### src/hw/rtl/hsm_pkg.sv
// ----------------------------------------------------------------------------
// hsm_pkg
// Shared types, constants and register map for the handheld sound mixer.
// ----------------------------------------------------------------------------
package hsm_pkg;

  localparam int SAMPLE_CYCLES = 512;
  localparam int FIFO_DEPTH    = 32;
  localparam int REG_WORDS     = 128;
  localparam int MAX_OUT       = 4;

  localparam int REG_AW  = 7;
  localparam int FIFO_AW = $clog2(FIFO_DEPTH);
  localparam int FIFO_CW = $clog2(FIFO_DEPTH + 1);
  localparam int ACC_W   = (SAMPLE_CYCLES > 1) ? $clog2(SAMPLE_CYCLES) : 1;
  // accumulator plus the widest cycles field
  localparam int TOT_W   = $clog2(SAMPLE_CYCLES + 4096);
  localparam int DIV_W   = 14;

  // operation codes
  localparam logic [2:0] MODE_TICK   = 3'd0;
  localparam logic [2:0] MODE_WRITE  = 3'd1;
  localparam logic [2:0] MODE_READ   = 3'd2;
  localparam logic [2:0] MODE_PUSH_A = 3'd3;
  localparam logic [2:0] MODE_PUSH_B = 3'd4;

  localparam logic KIND_SAMPLE = 1'b0;
  localparam logic KIND_READ   = 1'b1;

  // shadow copies of the registers a tick needs
  localparam int SH_MIX   = 0;
  localparam int SH_SQ1C  = 1;
  localparam int SH_SQ1F  = 2;
  localparam int SH_SQ2C  = 3;
  localparam int SH_SQ2F  = 4;
  localparam int SH_WVC   = 5;
  localparam int SH_WVF   = 6;
  localparam int SH_NZC   = 7;
  localparam int SH_NZF   = 8;
  localparam int SH_ROUTE = 9;
  localparam int NUM_SHADOW = 10;

  localparam logic [REG_AW-1:0] RA_SQ1C  = 7'h31;
  localparam logic [REG_AW-1:0] RA_SQ1F  = 7'h32;
  localparam logic [REG_AW-1:0] RA_SQ2C  = 7'h34;
  localparam logic [REG_AW-1:0] RA_SQ2F  = 7'h36;
  localparam logic [REG_AW-1:0] RA_WVC   = 7'h38;
  localparam logic [REG_AW-1:0] RA_WVF   = 7'h3A;
  localparam logic [REG_AW-1:0] RA_NZC   = 7'h3C;
  localparam logic [REG_AW-1:0] RA_NZF   = 7'h3E;
  localparam logic [REG_AW-1:0] RA_MIX   = 7'h40;
  localparam logic [REG_AW-1:0] RA_ROUTE = 7'h41;

  typedef struct packed {
    logic [2:0]  mode;
    logic [7:0]  address;
    logic [31:0] write_data;
    logic [11:0] cycles;
  } hsm_cmd_t;

  typedef struct packed {
    logic               kind;
    logic signed [15:0] left;
    logic signed [15:0] right;
    logic [15:0]        read_data;
    logic               last;
  } hsm_res_t;

  // shadow slot to register word
  function automatic logic [REG_AW-1:0] hsm_reg_addr(input logic [3:0] idx);
    logic [REG_AW-1:0] a;
    unique case (idx)
      4'd0:    a = RA_MIX;
      4'd1:    a = RA_SQ1C;
      4'd2:    a = RA_SQ1F;
      4'd3:    a = RA_SQ2C;
      4'd4:    a = RA_SQ2F;
      4'd5:    a = RA_WVC;
      4'd6:    a = RA_WVF;
      4'd7:    a = RA_NZC;
      4'd8:    a = RA_NZF;
      default: a = RA_ROUTE;
    endcase
    return a;
  endfunction

endpackage

### src/hw/rtl/hsm_ram.sv
// ----------------------------------------------------------------------------
// hsm_ram
// Simple dual-port synchronous RAM, one write and one registered read port.
// ----------------------------------------------------------------------------
module hsm_ram #(
  parameter int WIDTH = 8,
  parameter int DEPTH = 32
) (
  input  logic                     clk,
  input  logic                     we,
  input  logic [$clog2(DEPTH)-1:0] waddr,
  input  logic [WIDTH-1:0]         wdata,
  input  logic                     re,
  input  logic [$clog2(DEPTH)-1:0] raddr,
  output logic [WIDTH-1:0]         rdata
);

  logic [WIDTH-1:0] mem [DEPTH];

  always_ff @(posedge clk) begin
    if (we) begin
      mem[waddr] <= wdata;
    end
    if (re) begin
      rdata <= mem[raddr];
    end
  end

endmodule

### src/hw/rtl/hsm_mod.sv
// ----------------------------------------------------------------------------
// hsm_mod
// Iterative restoring modulo unit, one remainder bit per cycle.
// ----------------------------------------------------------------------------
module hsm_mod (
  input  logic                     clk,
  input  logic                     rst,
  input  logic                     start,
  input  logic [hsm_pkg::DIV_W-1:0] dividend,
  input  logic [hsm_pkg::DIV_W-1:0] divisor,
  output logic                     done,
  output logic [hsm_pkg::DIV_W-1:0] rem
);
  import hsm_pkg::*;

  localparam int CNT_W = $clog2(DIV_W);

  logic             busy;
  logic [CNT_W-1:0] cnt;
  logic [DIV_W-1:0] shreg;
  logic [DIV_W-1:0] dvs;
  logic [DIV_W:0]   trial;

  assign trial = {rem, shreg[DIV_W-1]};

  // control
  always_ff @(posedge clk) begin
    if (rst) begin
      busy <= 1'b0;
      done <= 1'b0;
      cnt  <= '0;
    end else begin
      done <= 1'b0;
      if (start) begin
        busy <= 1'b1;
        cnt  <= '0;
      end else if (busy) begin
        cnt <= cnt + 1'b1;
        if (cnt == CNT_W'(DIV_W - 1)) begin
          busy <= 1'b0;
          done <= 1'b1;
        end
      end
    end
  end

  // datapath
  always_ff @(posedge clk) begin
    if (start) begin
      rem   <= '0;
      shreg <= dividend;
      dvs   <= divisor;
    end else if (busy) begin
      shreg <= shreg << 1;
      if (trial >= {1'b0, dvs}) begin
        rem <= DIV_W'(trial - {1'b0, dvs});
      end else begin
        rem <= trial[DIV_W-1:0];
      end
    end
  end

endmodule

### src/hw/rtl/handheld_sound_mixer.sv
// ----------------------------------------------------------------------------
// handheld_sound_mixer
// Sound unit: register file, two sample FIFOs, tone/noise synthesis and mix.
// ----------------------------------------------------------------------------
// One command beat is taken at a time. Register writes and unused modes are
// done in the accept cycle, a read waits on the registered register RAM read,
// and a FIFO push, after the accept cycle, writes one byte per cycle through
// the FIFO RAM write port. A tick first copies ten registers out of the
// register RAM, then builds each sample with up to three passes (start,
// 14 iterations, done) through the shared modulo unit that wraps the two
// square phases and the wave phase. A sample beat waits while the result
// register is still held by the sink.
module handheld_sound_mixer (
  input  logic              clk,
  input  logic              rst,
  input  logic              cmd_valid,
  output logic              cmd_ready,
  input  hsm_pkg::hsm_cmd_t cmd,
  output logic              res_valid,
  input  logic              res_ready,
  output hsm_pkg::hsm_res_t res
);
  import hsm_pkg::*;

  localparam logic [3:0] ST_IDLE    = 4'd0;
  localparam logic [3:0] ST_RD_EMIT = 4'd1;
  localparam logic [3:0] ST_PUSH    = 4'd2;
  localparam logic [3:0] ST_LOAD    = 4'd3;
  localparam logic [3:0] ST_START   = 4'd4;
  localparam logic [3:0] ST_SQ1     = 4'd5;
  localparam logic [3:0] ST_SQ1_W   = 4'd6;
  localparam logic [3:0] ST_SQ2     = 4'd7;
  localparam logic [3:0] ST_SQ2_W   = 4'd8;
  localparam logic [3:0] ST_WAVE    = 4'd9;
  localparam logic [3:0] ST_WAVE_W  = 4'd10;
  localparam logic [3:0] ST_NOISE   = 4'd11;
  localparam logic [3:0] ST_FIFO    = 4'd12;
  localparam logic [3:0] ST_MIX     = 4'd13;
  localparam logic [3:0] ST_EMIT    = 4'd14;

  logic [3:0] state;

  // architectural state outside the RAMs
  logic [ACC_W-1:0]   accum;
  logic [12:0]        ph1, ph2;
  logic [11:0]        phw;
  logic [14:0]        lfsr;
  logic [21:0]        nz_cnt;
  logic [FIFO_AW-1:0] head_a, head_b;
  logic [FIFO_CW-1:0] fill_a, fill_b;
  logic [REG_WORDS-1:0] reg_valid;

  // working registers
  logic [15:0]        shadow [NUM_SHADOW];
  logic [3:0]         ld_cnt;
  logic [1:0]         smp_k, smp_last;
  logic [1:0]         push_cnt;
  logic               push_b;
  logic [31:0]        push_data;
  logic signed [12:0] s1, s2, wv, nz;
  logic signed [17:0] lsc, rsc;
  logic signed [15:0] smp_l, smp_r;
  logic               pop_a, pop_b;

  // ---------------------------------------------------------------- helpers
  function automatic logic [11:0] tone_p(input logic [15:0] frq);
    return 12'(13'd2048 - {2'b0, frq[10:0]});
  endfunction

  function automatic logic signed [12:0] chan_vol(input logic [15:0] ctl);
    return $signed({1'b0, ctl[15:12], 8'b0});
  endfunction

  function automatic logic [DIV_W-1:0] sq_thr(input logic [15:0] ctl, input logic [11:0] p);
    logic [DIV_W-1:0] t;
    case (ctl[7:6])
      2'd0:    t = DIV_W'(p >> 1);
      2'd1:    t = DIV_W'(p);
      2'd2:    t = DIV_W'({p, 1'b0});
      default: t = DIV_W'({p, 1'b0}) + DIV_W'(p);
    endcase
    return t;
  endfunction

  function automatic logic [FIFO_AW-1:0] fifo_wrap(input logic [FIFO_CW:0] v);
    logic [FIFO_CW:0] w;
    w = (v >= (FIFO_CW+1)'(FIFO_DEPTH)) ? v - (FIFO_CW+1)'(FIFO_DEPTH) : v;
    return w[FIFO_AW-1:0];
  endfunction

  function automatic logic signed [15:0] sat16(input logic signed [19:0] v);
    logic signed [15:0] o;
    if (v > 20'sd32767) o = 16'sh7FFF;
    else if (v < -20'sd32768) o = 16'sh8000;
    else o = v[15:0];
    return o;
  endfunction

  // ----------------------------------------------------------- output stage
  logic     slot_free;
  logic     load_out;
  hsm_res_t out_next;

  assign slot_free = !res_valid || res_ready;

  always_ff @(posedge clk) begin
    if (rst) begin
      res_valid <= 1'b0;
    end else if (load_out) begin
      res_valid <= 1'b1;
    end else if (res_ready) begin
      res_valid <= 1'b0;
    end
  end

  always_ff @(posedge clk) begin
    if (load_out) begin
      res <= out_next;
    end
  end

  // ---------------------------------------------------------- register RAM
  logic              cmd_fire;
  logic              rf_we, rf_re;
  logic [REG_AW-1:0] rf_waddr, rf_raddr;
  logic [15:0]       rf_rdata;
  logic              rf_vq;
  logic [15:0]       reg_word;
  logic [REG_AW-1:0] cmd_word;

  assign cmd_ready = (state == ST_IDLE);
  assign cmd_fire  = cmd_valid && cmd_ready;
  assign cmd_word  = cmd.address[7:1];

  assign rf_we    = cmd_fire && (cmd.mode == MODE_WRITE) &&
                    ({1'b0, cmd_word} < 8'(REG_WORDS));
  assign rf_waddr = cmd_word;
  assign rf_re    = (cmd_fire && (cmd.mode == MODE_READ)) ||
                    ((state == ST_LOAD) && (ld_cnt < 4'(NUM_SHADOW)));
  assign rf_raddr = (state == ST_LOAD) ? hsm_reg_addr(ld_cnt) : cmd_word;
  assign reg_word = rf_vq ? rf_rdata : 16'd0;

  hsm_ram #(.WIDTH(16), .DEPTH(1 << REG_AW)) u_regs (
    .clk   (clk),
    .we    (rf_we),
    .waddr (rf_waddr),
    .wdata (cmd.write_data[15:0]),
    .re    (rf_re),
    .raddr (rf_raddr),
    .rdata (rf_rdata)
  );

  // valid bits stand in for the all-zero reset of the register RAM
  always_ff @(posedge clk) begin
    if (rst) begin
      reg_valid <= '0;
    end else if (rf_we) begin
      reg_valid[rf_waddr] <= 1'b1;
    end
  end

  always_ff @(posedge clk) begin
    if (rf_re) begin
      rf_vq <= ({1'b0, rf_raddr} < 8'(REG_WORDS)) && reg_valid[rf_raddr];
    end
  end

  // -------------------------------------------------------------- FIFO RAMs
  logic               fa_we, fb_we, f_re;
  logic [FIFO_AW-1:0] fa_waddr, fb_waddr;
  logic [7:0]         push_byte;
  logic [7:0]         fa_rdata, fb_rdata;

  assign push_byte = push_data[8*push_cnt +: 8];
  assign fa_we     = (state == ST_PUSH) && !push_b && (fill_a < FIFO_CW'(FIFO_DEPTH));
  assign fb_we     = (state == ST_PUSH) &&  push_b && (fill_b < FIFO_CW'(FIFO_DEPTH));
  assign fa_waddr  = fifo_wrap((FIFO_CW+1)'(head_a) + (FIFO_CW+1)'(fill_a));
  assign fb_waddr  = fifo_wrap((FIFO_CW+1)'(head_b) + (FIFO_CW+1)'(fill_b));
  assign f_re      = (state == ST_FIFO);

  hsm_ram #(.WIDTH(8), .DEPTH(FIFO_DEPTH)) u_fifo_a (
    .clk   (clk),
    .we    (fa_we),
    .waddr (fa_waddr),
    .wdata (push_byte),
    .re    (f_re),
    .raddr (head_a),
    .rdata (fa_rdata)
  );

  hsm_ram #(.WIDTH(8), .DEPTH(FIFO_DEPTH)) u_fifo_b (
    .clk   (clk),
    .we    (fb_we),
    .waddr (fb_waddr),
    .wdata (push_byte),
    .re    (f_re),
    .raddr (head_b),
    .rdata (fb_rdata)
  );

  // ---------------------------------------------------------- modulo unit
  logic             div_start, div_done;
  logic [DIV_W-1:0] div_a, div_d, div_rem;

  always_comb begin
    div_start = 1'b0;
    div_a     = DIV_W'({1'b0, ph1}) + 1'b1;
    div_d     = DIV_W'({tone_p(shadow[SH_SQ1F]), 2'b0});
    case (state)
      ST_SQ1: begin
        div_start = shadow[SH_SQ1F][15];
      end
      ST_SQ2: begin
        div_start = shadow[SH_SQ2F][15];
        div_a     = DIV_W'({1'b0, ph2}) + 1'b1;
        div_d     = DIV_W'({tone_p(shadow[SH_SQ2F]), 2'b0});
      end
      ST_WAVE: begin
        div_start = shadow[SH_WVC][7] && shadow[SH_WVF][15];
        div_a     = DIV_W'({2'b0, phw}) + 1'b1;
        div_d     = DIV_W'({tone_p(shadow[SH_WVF]), 1'b0});
      end
      default: ;
    endcase
  end

  hsm_mod u_mod (
    .clk      (clk),
    .rst      (rst),
    .start    (div_start),
    .dividend (div_a),
    .divisor  (div_d),
    .done     (div_done),
    .rem      (div_rem)
  );

  // ----------------------------------------------------- tick bookkeeping
  logic [TOT_W-1:0] tick_total, tick_due;

  assign tick_total = TOT_W'(accum) + TOT_W'(cmd.cycles);
  assign tick_due   = TOT_W'(tick_total / SAMPLE_CYCLES);

  // --------------------------------------------------------- noise step
  logic [6:0]  nz_base;
  logic [21:0] nz_period;
  logic [22:0] nz_inc;
  logic        nz_fb;
  logic [14:0] lfsr_step;

  always_comb begin
    nz_base   = (shadow[SH_NZC][2:0] == 3'd0) ? 7'd8 : {shadow[SH_NZC][2:0], 4'b0};
    nz_period = 22'(nz_base) << shadow[SH_NZC][7:4];
    nz_inc    = {1'b0, nz_cnt} + 1'b1;
    nz_fb     = lfsr[0] ^ lfsr[1];
    lfsr_step = {nz_fb, lfsr[14:1]};
    if (shadow[SH_NZC][3]) begin
      lfsr_step[6] = nz_fb;
    end
  end

  // ----------------------------------------------------------- mix math
  logic [15:0]        mixw;
  logic signed [15:0] lsum, rsum;
  logic signed [4:0]  lk, rk;
  logic signed [20:0] lprod, rprod, ladj, radj;
  logic signed [15:0] fa_v, fb_v;
  logic signed [19:0] lfin, rfin;

  always_comb begin
    mixw = shadow[SH_MIX];
    lsum = (mixw[4] ? 16'(s1) : 16'sd0) + (mixw[5] ? 16'(s2) : 16'sd0) +
           (mixw[6] ? 16'(wv) : 16'sd0) + (mixw[7] ? 16'(nz) : 16'sd0);
    rsum = (mixw[0] ? 16'(s1) : 16'sd0) + (mixw[1] ? 16'(s2) : 16'sd0) +
           (mixw[2] ? 16'(wv) : 16'sd0) + (mixw[3] ? 16'(nz) : 16'sd0);
    lk    = $signed({1'b0, 4'({1'b0, mixw[6:4]} + 4'd1)});
    rk    = $signed({1'b0, 4'({1'b0, mixw[2:0]} + 4'd1)});
    lprod = 21'(lsum) * 21'(lk);
    rprod = 21'(rsum) * 21'(rk);
    // divide by eight, rounding toward zero
    ladj  = lprod + ((lprod < 0) ? 21'sd7 : 21'sd0);
    radj  = rprod + ((rprod < 0) ? 21'sd7 : 21'sd0);
    fa_v  = pop_a ? $signed({fa_rdata, 8'b0}) : 16'sd0;
    fb_v  = pop_b ? $signed({fb_rdata, 8'b0}) : 16'sd0;
    lfin  = 20'(lsc) + (shadow[SH_ROUTE][9]  ? 20'(fa_v) : 20'sd0) +
                       (shadow[SH_ROUTE][13] ? 20'(fb_v) : 20'sd0);
    rfin  = 20'(rsc) + (shadow[SH_ROUTE][8]  ? 20'(fa_v) : 20'sd0) +
                       (shadow[SH_ROUTE][12] ? 20'(fb_v) : 20'sd0);
  end

  // ------------------------------------------------------ result select
  always_comb begin
    load_out           = 1'b0;
    out_next.kind      = KIND_SAMPLE;
    out_next.left      = smp_l;
    out_next.right     = smp_r;
    out_next.read_data = 16'd0;
    out_next.last      = (smp_k == smp_last);
    if (state == ST_RD_EMIT) begin
      load_out           = slot_free;
      out_next.kind      = KIND_READ;
      out_next.left      = 16'sd0;
      out_next.right     = 16'sd0;
      out_next.read_data = reg_word;
      out_next.last      = 1'b1;
    end else if (state == ST_EMIT) begin
      load_out = slot_free;
    end
  end

  // ---------------------------------------------------------- sequencer
  always_ff @(posedge clk) begin
    if (rst) begin
      state  <= ST_IDLE;
      accum  <= '0;
      ph1    <= '0;
      ph2    <= '0;
      phw    <= '0;
      lfsr   <= 15'h7FFF;
      nz_cnt <= '0;
      head_a <= '0;
      head_b <= '0;
      fill_a <= '0;
      fill_b <= '0;
    end else begin
      unique case (state)
        ST_IDLE: begin
          if (cmd_fire) begin
            unique case (cmd.mode) inside
              MODE_TICK: begin
                accum    <= ACC_W'(tick_total % SAMPLE_CYCLES);
                smp_last <= (tick_due > TOT_W'(MAX_OUT)) ? 2'(MAX_OUT - 1)
                                                          : 2'(tick_due - 1'b1);
                ld_cnt   <= '0;
                if (tick_due != '0) begin
                  state <= ST_LOAD;
                end
              end
              MODE_READ: begin
                state <= ST_RD_EMIT;
              end
              MODE_PUSH_A, MODE_PUSH_B: begin
                push_b    <= (cmd.mode == MODE_PUSH_B);
                push_data <= cmd.write_data;
                push_cnt  <= '0;
                state     <= ST_PUSH;
              end
              default: ;
            endcase
          end
        end
        ST_RD_EMIT: begin
          if (slot_free) begin
            state <= ST_IDLE;
          end
        end
        ST_PUSH: begin
          if (fa_we) fill_a <= fill_a + 1'b1;
          if (fb_we) fill_b <= fill_b + 1'b1;
          push_cnt <= push_cnt + 1'b1;
          if (push_cnt == 2'd3) begin
            state <= ST_IDLE;
          end
        end
        ST_LOAD: begin
          if (ld_cnt != 4'd0) begin
            shadow[ld_cnt - 1'b1] <= reg_word;
          end
          ld_cnt <= ld_cnt + 1'b1;
          if (ld_cnt == 4'(NUM_SHADOW)) begin
            smp_k <= '0;
            state <= ST_START;
          end
        end
        ST_START: begin
          if (shadow[SH_MIX][7]) begin
            state <= ST_SQ1;
          end else begin
            smp_l <= 16'sd0;
            smp_r <= 16'sd0;
            state <= ST_EMIT;
          end
        end
        ST_SQ1: begin
          if (div_start) begin
            state <= ST_SQ1_W;
          end else begin
            s1    <= 13'sd0;
            state <= ST_SQ2;
          end
        end
        ST_SQ1_W: begin
          if (div_done) begin
            ph1 <= div_rem[12:0];
            s1  <= (div_rem < sq_thr(shadow[SH_SQ1C], tone_p(shadow[SH_SQ1F])))
                   ? chan_vol(shadow[SH_SQ1C]) : -chan_vol(shadow[SH_SQ1C]);
            state <= ST_SQ2;
          end
        end
        ST_SQ2: begin
          if (div_start) begin
            state <= ST_SQ2_W;
          end else begin
            s2    <= 13'sd0;
            state <= ST_WAVE;
          end
        end
        ST_SQ2_W: begin
          if (div_done) begin
            ph2 <= div_rem[12:0];
            s2  <= (div_rem < sq_thr(shadow[SH_SQ2C], tone_p(shadow[SH_SQ2F])))
                   ? chan_vol(shadow[SH_SQ2C]) : -chan_vol(shadow[SH_SQ2C]);
            state <= ST_WAVE;
          end
        end
        ST_WAVE: begin
          if (div_start) begin
            // constant level from the volume code
            case (shadow[SH_WVC][14:13])
              2'd1:    wv <= 13'sd256;
              2'd2:    wv <= 13'sd512;
              2'd3:    wv <= 13'sd1024;
              default: wv <= 13'sd0;
            endcase
            state <= ST_WAVE_W;
          end else begin
            wv    <= 13'sd0;
            state <= ST_NOISE;
          end
        end
        ST_WAVE_W: begin
          if (div_done) begin
            phw   <= div_rem[11:0];
            state <= ST_NOISE;
          end
        end
        ST_NOISE: begin
          if (shadow[SH_NZF][15]) begin
            if (nz_inc >= {1'b0, nz_period}) begin
              nz_cnt <= '0;
              lfsr   <= lfsr_step;
              nz     <= lfsr_step[0] ? chan_vol(shadow[SH_NZC]) : -chan_vol(shadow[SH_NZC]);
            end else begin
              nz_cnt <= nz_inc[21:0];
              nz     <= lfsr[0] ? chan_vol(shadow[SH_NZC]) : -chan_vol(shadow[SH_NZC]);
            end
          end else begin
            nz <= 13'sd0;
          end
          state <= ST_FIFO;
        end
        ST_FIFO: begin
          // scale the tone mix while the FIFO heads are read
          lsc   <= 18'(ladj >>> 3);
          rsc   <= 18'(radj >>> 3);
          pop_a <= (fill_a != '0);
          pop_b <= (fill_b != '0);
          if (fill_a != '0) begin
            head_a <= fifo_wrap((FIFO_CW+1)'(head_a) + 1'b1);
            fill_a <= fill_a - 1'b1;
          end
          if (fill_b != '0) begin
            head_b <= fifo_wrap((FIFO_CW+1)'(head_b) + 1'b1);
            fill_b <= fill_b - 1'b1;
          end
          state <= ST_MIX;
        end
        ST_MIX: begin
          smp_l <= sat16(lfin);
          smp_r <= sat16(rfin);
          state <= ST_EMIT;
        end
        ST_EMIT: begin
          if (slot_free) begin
            if (smp_k == smp_last) begin
              state <= ST_IDLE;
            end else begin
              smp_k <= smp_k + 1'b1;
              state <= ST_START;
            end
          end
        end
        default: state <= ST_IDLE;
      endcase
    end
  end

  // ---------------------------------------------------------- assertions
  a_fill_a_bound: assert property (@(posedge clk) disable iff (rst)
    fill_a <= FIFO_CW'(FIFO_DEPTH))
    else $error("FIFO A fill above depth");

  a_fill_b_bound: assert property (@(posedge clk) disable iff (rst)
    fill_b <= FIFO_CW'(FIFO_DEPTH))
    else $error("FIFO B fill above depth");

  a_read_last: assert property (@(posedge clk) disable iff (rst)
    (res_valid && (res.kind == KIND_READ)) |-> res.last)
    else $error("read beat without last");

  a_busy_no_cmd: assert property (@(posedge clk) disable iff (rst)
    (state != ST_IDLE) |-> !cmd_ready)
    else $error("command taken while busy");

endmodule
### config.mk
export PLATFORM = sky130hd
export DESIGN_NAME = handheld_sound_mixer
export DESIGN_NICKNAME = d
export VERILOG_FILES = /design/src/hw/rtl/hsm_pkg.sv /design/src/hw/rtl/hsm_ram.sv /design/src/hw/rtl/hsm_mod.sv /design/src/hw/rtl/handheld_sound_mixer.sv
export SDC_FILE = /design/constraint.sdc
export NUM_CORES = 2
export LEC_CHECK = 0
export BUFFER_PORTS_ARGS = -buffer_cell sky130_fd_sc_hd__buf_2
export CAP_MARGIN = 40
export CORE_MARGIN = 5
export CORE_UTILIZATION = 45
export DETAILED_ROUTE_END_ITERATION = 7
export PLACE_DENSITY = 0.71
export SLEW_MARGIN = 20
export SYNTH_ARGS = -nofsm -noshare
export SYNTH_HDL_FRONTEND = slang
export SYNTH_HIERARCHICAL = 1
export SYNTH_SLANG_ARGS = --single-unit
### constraint.sdc
create_clock -name clk -period 16.2 [get_ports clk]
set_clock_uncertainty 0.05 [all_clocks]
set_input_delay 2.43 -clock clk [delete_from_list [all_inputs] [get_ports clk]]
set_output_delay 2.43 -clock clk [all_outputs]
set_load 0.005 [all_outputs]
==> key figures <==
CTS
  – Gates resized, CTS repair: 0
  – Clock Pin Slew Worst Setup and Hold Paths: 0.06 ns
  – Skew-Pair Late Insertion Delay: 0.98 ns
  – Htree depth: 5
  – Post-CTS Setup Bufs: 0
  – Total CTS buffers: 324
  – Clock Path Buffers: 4
  – TritonCTS sink count: 3117
  – Root Buffer: clkbuf_16
  – CTS Hold Bufs: 0
  – CTS tree: built

Floorplanning
  – Die X: 550 um
  – FP Rows: 198
  – Boundary pin count: 111
  – Die area: slightly above 300000 um^2
  – Die Ht: 550 um
  – Initial Util: 45.1%
  – Core footprint: 291000 um^2

STA
  – Tcrit/Tclk final: 45.0%
  – Slew Viols, Final: 0
  – Worst-margin pin slew: 1.00 ns
  – Worst Slack Setup Final: 8.91 ns
  – RSZ-0062 raised after global routing: no
  – Hold Fails Final Rpt: 0
  – Slew HR: approximately a third
  – Fin Setup TNS: 0 ns
  – Setup Viol. Count Final: 0
  – Minimum clock period: 7.29 ns
  – Fmax: 137 MHz

Worst setup path
  – Largest delay contributor family on the critical path: multiplexers
  – WP buf/inv: 5
  – Worst Path Arrival: 7.92 ns
  – CP Class: input pin to flip-flop
  – Largest stage delay on the critical path: 0.79 ns
  – CP Capture Type: flip-flop
  – CP required: about 17 ns
  – Reg-to-reg slack, setup: between 9 and 10 ns
  – CP max stage cell: mux2_8
  – Largest fanout on the critical path: 89
  – CP Launch Type: input pin
  – Cells along the critical path: buf_2 > mux2_8 > buf_4 > buf_4 > buf_16 > buf_4 > mux4_2 > mux4_2 > mux4_2 > mux2_2

Yosys
  – Gate Count Post-Synth: 7304
  – FF+latch count, synth: 3117
  – Syn nets: ~7700
  – Ys flop type: edfxtp_1
  – Yosys Warn Count: 6
  – Yosys cell types: 96
  – Synth Area per Inst: 17.9 um^2
  – Asr flop ratio synth: 0%
  – Synthesized area: 131000 um^2
  – Sequential share of the synthesized area: 69.4%
  – Post-synth EDFFs: 2852

Status
  – Status: finished clean

Layout
  – # nets final: about 8000
  – Commonest non-fill, non-tap cell in the layout: edfxtp_1
  – Fraction of layout cells with a size suffix above 1: between 20% and 30%
  – Fillers: 22500
  – P&R area growth vs syn: 13.0%
  – Most frequent cells in the layout: 2852 x edfxtp_1, 843 x mux4_2, 551 x nor2_1, 363 x a21oi_1, 328 x clkbuf_16

Placement
  – Routability congestion estimate: 0.857
  – DP Worst Slack: approximately 7.7 ns
  – I/O Buffers: between 100 and 150
  – DPL Wire Length: 189000 um

Routing
  – DR WL met2: 151000 um
  – WL/cell: 26.1 um
  – Drt drc: 0
  – Vias per cell: 5.89
  – Drt pass-1 iters: 6
  – Remaining antenna violation count: 0
  – Top Layer Used: met5
  – Metal-1 WL: between 100000 and 150000 um
  – Routed vias: 69500
  – Iteration-0 DRC Markers: 8154
  – Final WL: 308000 um
  – Met3 wire len: 29400 um

Pwr
  – LEAKAGE: 48.5 nW
  – Pwr Density: 122 nW/um^2
  – Peak VDD IR: between 0.09 and 0.1 mV

GRT
  – All-Layer GR Usage: 20.1%
  – Global-route wire length before repair: 456000 um
  – Number of global-route vias before repair: 69600
  – Initial antenna violation count: 26
  – Gr ovfl total: 0
  – Largest net degree at the start of global routing: 147

Flow run
  – Max_cap viols: 0

Worst hold path
  – Min-Delay Path Class: flip-flop to flip-flop
[flip-flops by register name, summed over array words and instances (netlist names), 14 cells and up, named ones only]
signal / flops
u_mod/dvs: 14
u_regs/rdata: 16
reg_valid: 128
u_fifo_a/mem: 256
u_mod/rem: 14
res: 42
shadow: 76
push_data: 32
nz_cnt: 22
lfsr: 15
u_fifo_b/mem: 256
u_regs/mem: 2048
u_mod/shreg: 14
[synthesized netlist by cell type (31+ instances only)]
master / count / area (um^2)
nand2_1: 327 / 1230
nand2b_1: 45 / 282
mux4_2: 843 / 19000
o21ai_0: 89 / 445
mux2i_1: 72 / 721
edfxtp_1: 2852 / 85600
nor3_1: 71 / 355
xnor2_1: 111 / 972
buf_4: 31 / 233
buf_1: 45 / 169
a21o_1: 48 / 360
inv_1: 202 / 758
nor2_1: 561 / 2110
clkbuf_1: 186 / 698
nor2b_1: 74 / 463
xor2_1: 79 / 692
nand3_1: 85 / 425
buf_2: 69 / 345
ha_1: 226 / 2830
and2_1: 76 / 475
dfxtp_1: 265 / 5310
fa_1: 80 / 1600
a21oi_1: 363 / 1820
and3_1: 54 / 338
mux2_2: 60 / 676
[cell type report]
type	instances	area (um^2)	area share (%)
repair buffers	392	3640	2.46
flip-flops and latches	3117	91000	61.4
clock inverters	146	1340	0.907
clock buffers	408	8570	5.79
inverters	205	787	0.531
multi-input cells	3635	37900	25.6
well taps	3900	4880	3.30
diodes	4	10.0	0.00676
[routing by layer]
layer | GRT usage (%) | up-vias
li1 | - | 29700
met1 | 27.4 | 36000
met2 | 33.0 | 3336
met3 | 4.46 | 520
met4 | 5.63 | 10
met5 | 0 | -
[report_power, final]
group	switching [mW]	internal (mW)
Sequential	0.127	8.92
Clock	2.94	4.09
Combinational	1.16	0.853
[final timing paths]
kind | startpoint | depth (start not counted) | end
min | lfsr[3]$_SDFFE_PP1P_ | 1 | lfsr[2]$_SDFFE_PP1P_
max | cmd[47] | 10 | u_regs/rdata[15]$_DFFE_PP_
min reg2reg | lfsr[3]$_SDFFE_PP1P_ | 1 | lfsr[2]$_SDFFE_PP1P_
max reg2reg | state[1]$_SDFFE_PP0P_ | 11 | u_regs/rdata[15]$_DFFE_PP_
[logic make-up (layout without fill, tap and decap cells)]
logic type / after synthesis / count (layout) / synth area share, %
other: 1 / 5 / 0.00286
multiplexers: 977 / 977 / 15.6
buffers and inverters: 552 / 1151 / 1.83
flip-flops: 3117 / 3117 / 69.4
XOR/XNOR: 190 / 190 / 1.27
adder cells (fa/ha/maj): 306 / 306 / 3.38
AO/OA/AOI/OAI: 718 / 718 / 3.36
AND/OR/NAND/NOR: 1443 / 1443 / 5.19
[stage by stage]
step	hold WS, ns	total power, mW	util [%]	std cells	area (um^2)
3_3_place_gp	0.382	11.1	47.0	11200	137000
2_1_floorplan	0.377	10.5	-	7304	131000
6_report	0.401	18.1	51.0	11800	148000
5_1_grt	0.421	18.7	51.0	11800	148000
4_1_cts	0.402	18.2	50.8	11800	148000
3_5_place_dp	0.392	11.2	47.4	11200	138000
Power figures use the tool's default switching activity.
